### src/assert_macros.svh
// Assertion helpers included by the dedup filter RTL.
`ifndef ASSERT_MACROS_SVH
`define ASSERT_MACROS_SVH

// Clocked assertion that is quiet while reset is held.
`define PVDF_ASSERT(lbl, prop, msg) \
    lbl: assert property (@(posedge aclk) disable iff (!aresetn) (prop)) else $error(msg);

// Clocked assertion that also holds during reset.
`define PVDF_ASSERT_ALWAYS(lbl, prop, msg) \
    lbl: assert property (@(posedge aclk) (prop)) else $error(msg);

`endif

### src/pvdf_pkg.sv
// ----------------------------------------------------------------------------
// Polyline vertex dedup filter package
// Table depth, derived widths and the per-cell control bundle.
// ----------------------------------------------------------------------------
package pvdf_pkg;

    localparam int MAX_VERTICES = 64;
    localparam int ID_W         = 64;
    localparam int COORD_W      = 64;
    localparam int CNT_W        = $clog2(MAX_VERTICES + 1);

    // Number of 8:1 OR passes that fold the match vector down to one bit.
    function automatic int clog8(input int n);
        int steps;
        int rem;
        steps = 0;
        rem   = n;
        while (rem > 1) begin
            rem   = (rem + 7) / 8;
            steps = steps + 1;
        end
        return steps;
    endfunction

    localparam int RED_STEPS = clog8(MAX_VERTICES);
    localparam int STEP_W    = $clog2(RED_STEPS + 1);

    typedef struct packed {
        logic shift_id;
        logic shift_coord;
        logic id_valid;
        logic coord_valid;
    } cell_ctrl_t;

endpackage

### src/pvdf_cell.sv
// ----------------------------------------------------------------------------
// Dedup table cell
// Holds one stored id and one stored coordinate, compares both with the
// current vertex and passes its entries to the next cell on a shift.
// ----------------------------------------------------------------------------
module pvdf_cell
    import pvdf_pkg::*;
(
    input  logic               aclk,
    input  cell_ctrl_t         ctrl,
    input  logic [ID_W-1:0]    id_in,
    input  logic [COORD_W-1:0] coord_in,
    input  logic [ID_W-1:0]    key_id,
    input  logic [COORD_W-1:0] key_coord,
    output logic [ID_W-1:0]    id_out,
    output logic [COORD_W-1:0] coord_out,
    output logic               id_match,
    output logic               coord_match
);

    logic [ID_W-1:0]    id_reg;
    logic [COORD_W-1:0] coord_reg;

    always_ff @(posedge aclk) begin
        if (ctrl.shift_id) begin
            id_reg <= id_in;
        end
        if (ctrl.shift_coord) begin
            coord_reg <= coord_in;
        end
    end

    assign id_out      = id_reg;
    assign coord_out   = coord_reg;
    assign id_match    = ctrl.id_valid && (id_reg == key_id);
    assign coord_match = ctrl.coord_valid && (coord_reg == key_coord);

endmodule

### config.mk
export PLATFORM = sky130hd
export DESIGN_NAME = pvdf_cell
export DESIGN_NICKNAME = d
export VERILOG_FILES = /design/src/assert_macros.svh /design/src/pvdf_pkg.sv /design/src/pvdf_cell.sv
export SDC_FILE = /design/constraint.sdc
export NUM_CORES = 1
export LEC_CHECK = 0
export ABC_AREA = 1
export BUFFER_PORTS_ARGS = -buffer_cell sky130_fd_sc_hd__clkbuf_2
export CORE_AREA = 2 2 152 154
export DETAILED_ROUTE_END_ITERATION = 6
export DIE_AREA = 0 0 154 156
export GPL_TIMING_DRIVEN = 0
export HOLD_SLACK_MARGIN = 0.05
export SETUP_SLACK_MARGIN = 0.5
export SLEW_MARGIN = 5
export SYNTH_ARGS = -nofsm -noshare
export SYNTH_HDL_FRONTEND = slang
export SYNTH_SLANG_ARGS = --single-unit
### constraint.sdc
create_clock -name aclk -period 1 [get_ports aclk]
set_input_delay 0.1 -clock aclk [delete_from_list [all_inputs] [get_ports aclk]]
set_output_delay 0.1 -clock aclk [all_outputs]
set_load 0.05 [all_outputs]
==> results.yml <==
global_route:
  antenna_found_initial: 1
  grt_pass1_vias: 5827
  gr-total-overflow: 0
  grt_max_degree: 65
  groute.usage.overall: 0.169
  grt_pass1_wl_mm: 30.6
power:
  p_leak_uw: 0.00529
  powerDensity_nw_per_um2: 1680
  ir_worst_vdd_mv: 1.02
routing:
  drc: 0
  wl_mm: 21.3
  wl_met2_mm: 11.6
  met3WireLength_mm: 2.21
  drt_iter0_drc: 293
  drtPass1Iterations: 4
  wl_met1_mm: 7.16
  vias_per_cell: 4.20
  ant_nets: 0
  wire_per_inst_microns: 15.6
  num_vias: 5727
  maxUsedRoutingLayer: "met5"
floorplanning:
  die_area_sq_um: 24000
  core_area_sq_um: 22400
  io_pins: 391
  initial_core_util: 0.271
  die_w_microns: 154
  fp.dieH_microns: 156
  rows: 55
clocking:
  clock_sinks: 128
  cts_tree: "done"
  cts_made_buffers: 17
  clockBufferDepth: 2
  htreeDepth: 4
  path_clk_slew_ns: 0.06
  root_buffer: "clkbuf_16"
finish:
  post-route-util: 0.477
  syn2layout_area_growth_pct: 76.2
  antenna_cells: 0
  layout-drive-gt1-share: 0.438
  final_nets: 1328
placement:
  numPortBuffers: 390
  dpl.hpwl_mm: 16.4
  place_ws_ns: -1.07
  gp_congestion: 0.839
sta:
  slew_headroom: 0.685
  setup_viol: 130
  timing.final.crit_share: 1.97
  final-max-slew-violation-count: 0
  hold_slack_ns: -0.142
  worst_slack_ns: -0.974
  tns_ns: -20.34
  fin_crit_ns: 1.97
  rsz0062_at_grt: "true"
  max_slew.worst_pin.slew_ns: 0.473
  clock.fmax_mhz: 507
  hold_viol: 128
worst_setup_path:
  worstPathArrival_ns: 1.87
  endpoint: "id_match"
  end_kind: "output pin"
  critPathKind: "register to output pin"
  start_kind: "register"
  startpoint: "id_out[62]"
  crit_required_ns: 0.90
  cp_max_fo: 3
synthesis:
  syn_area_sq_um: 6060
  ys_seq_area_frac: 0.634
  syn_avg_cell_area_sq_um: 9.48
  synthDistinctLibCells: 15
  syn_nets: 900
  syn_inst: 639
  ys_warn_count: 0
  ys_ff_latch: 128
worst_hold_path:
  hold_class: "input port to register"
flow_run:
  maxCapViolCount: 0
run_status:
  violations: "hold timing, setup timing"
  outcome: "finished with violations"
-- kinds of logic after synthesis --
logic type,synth area share
buffers and inverters,0.0942
AOI/OAI and AO/OA,0.0351
and+or+nand+nor,0.180
xor gates and xnor gates,0.0564
DFF,0.634
-- power by group --
| part | switching, uW | internal (uW) |
|---|---|---|
| logic | 2500 | 1950 |
| registers | 467 | 6410 |
| clock network | 2450 | 4160 |
| total | 5410 | 12500 |
-- layout by cell type, fill, tap and decap left out, types with 5 or more instances in the layout --
cell type | Yosys | layout
buf_6 | 0 | 13
buf_8 | 0 | 122
clkbuf_16 | 0 | 22
clkbuf_2 | 0 | 258
edfxtp_1 | 128 | 128
inv_1 | 142 | 140
inv_2 | 10 | 12
nand2_1 | 211 | 206
nand2_2 | 0 | 5
nand4_1 | 5 | 5
nor2_1 | 57 | 44
nor2_2 | 0 | 7
nor2_4 | 0 | 6
o21ai_0 | 8 | 8
o21ai_1 | 13 | 13
o22ai_1 | 16 | 16
xnor2_1 | 37 | 37
-- critical path, stage by stage (launching register included) --
cell	delay, ns
edfxtp_1	0.47
inv_1	0.08
nand2_1	0.05
nand2_1	0.07
nand2_2	0.07
nor2_4	0.13
nand2_2	0.08
nor2_4	0.13
nand3_2	0.11
nor2_4	0.11
buf_8	0.15
-- synth_stat cells --
master | instances | area, sq um
nand2_1 | 211 | 792
nor2_1 | 57 | 214
o22ai_1 | 16 | 100
nand4_2 | 1 | 12.5
o21ai_1 | 13 | 65.1
xnor2_1 | 37 | 324
o21ai_0 | 8 | 40.0
inv_1 | 142 | 533
edfxtp_1 | 128 | 3840
o211ai_1 | 1 | 7.51
nand4_1 | 5 | 31.3
inv_2 | 10 | 37.5
xor2_1 | 2 | 17.5
nand3_1 | 7 | 35.0
nor3_1 | 1 | 5.00
-- how the worst min path moves through the flow --
stage                  from       endpoint  slack [ns]  depth (start not counted)
5_1_grt           id_in[52]     id_out[52]       -0.17                          1
3_5_place_dp   coord_in[57]  coord_out[57]        0.28                          1
2_1_floorplan   coord_in[0]   coord_out[0]        0.20                          0
3_3_place_gp      id_in[57]     id_out[57]        0.28                          1
6_report          id_in[52]     id_out[52]       -0.14                          1
4_1_cts            id_in[2]      id_out[2]       -0.17                          1
-- sequential cells by signal (all words and copies together) (netlist names) --
register / count
coord_out: 64
id_out: 64
-- area by class of cell --
class / count / area (sq um)
Tap cell: 285 / 357
Multi-Input combinational cell: 359 / 1730
Sequential cell: 128 / 3840
Clock buffer: 17 / 425
Inverter: 152 / 571
Timing Repair Buffer: 409 / 3550
Fill cell: 2028 / 11700
Clock inverter: 15 / 193
-- metal layers --
layer / up-vias / track usage
met5: - / 0
met4: 2 / 0.0396
met3: 26 / 0.0778
met2: 273 / 0.326
met1: 2581 / 0.164
li1: 2845 / -
-- metrics by stage --
| stage | hold WS [ns] | instance area, sq um | std cells | power (uW) |
|---|---|---|---|---|
| floorplan | 0.199 | 6070 | 639 | 8970 |
| global placement | 0.277 | 8380 | 1314 | 10200 |
| detailed placement | 0.279 | 8410 | 1315 | 10300 |
| CTS | -0.167 | 10400 | 1354 | 17800 |
| global route | -0.174 | 10700 | 1365 | 18700 |
| finish | -0.142 | 10700 | 1365 | 17900 |
-- what timing repair did --
action,CTS,global route
endpoints found under the hold margin,128,128
resized for setup,292,139
buffers inserted,6,11
setup endpoints to repair,242,194
pin swaps,7,2
gates cloned,1,0
Power figures use the tool's default switching activity.
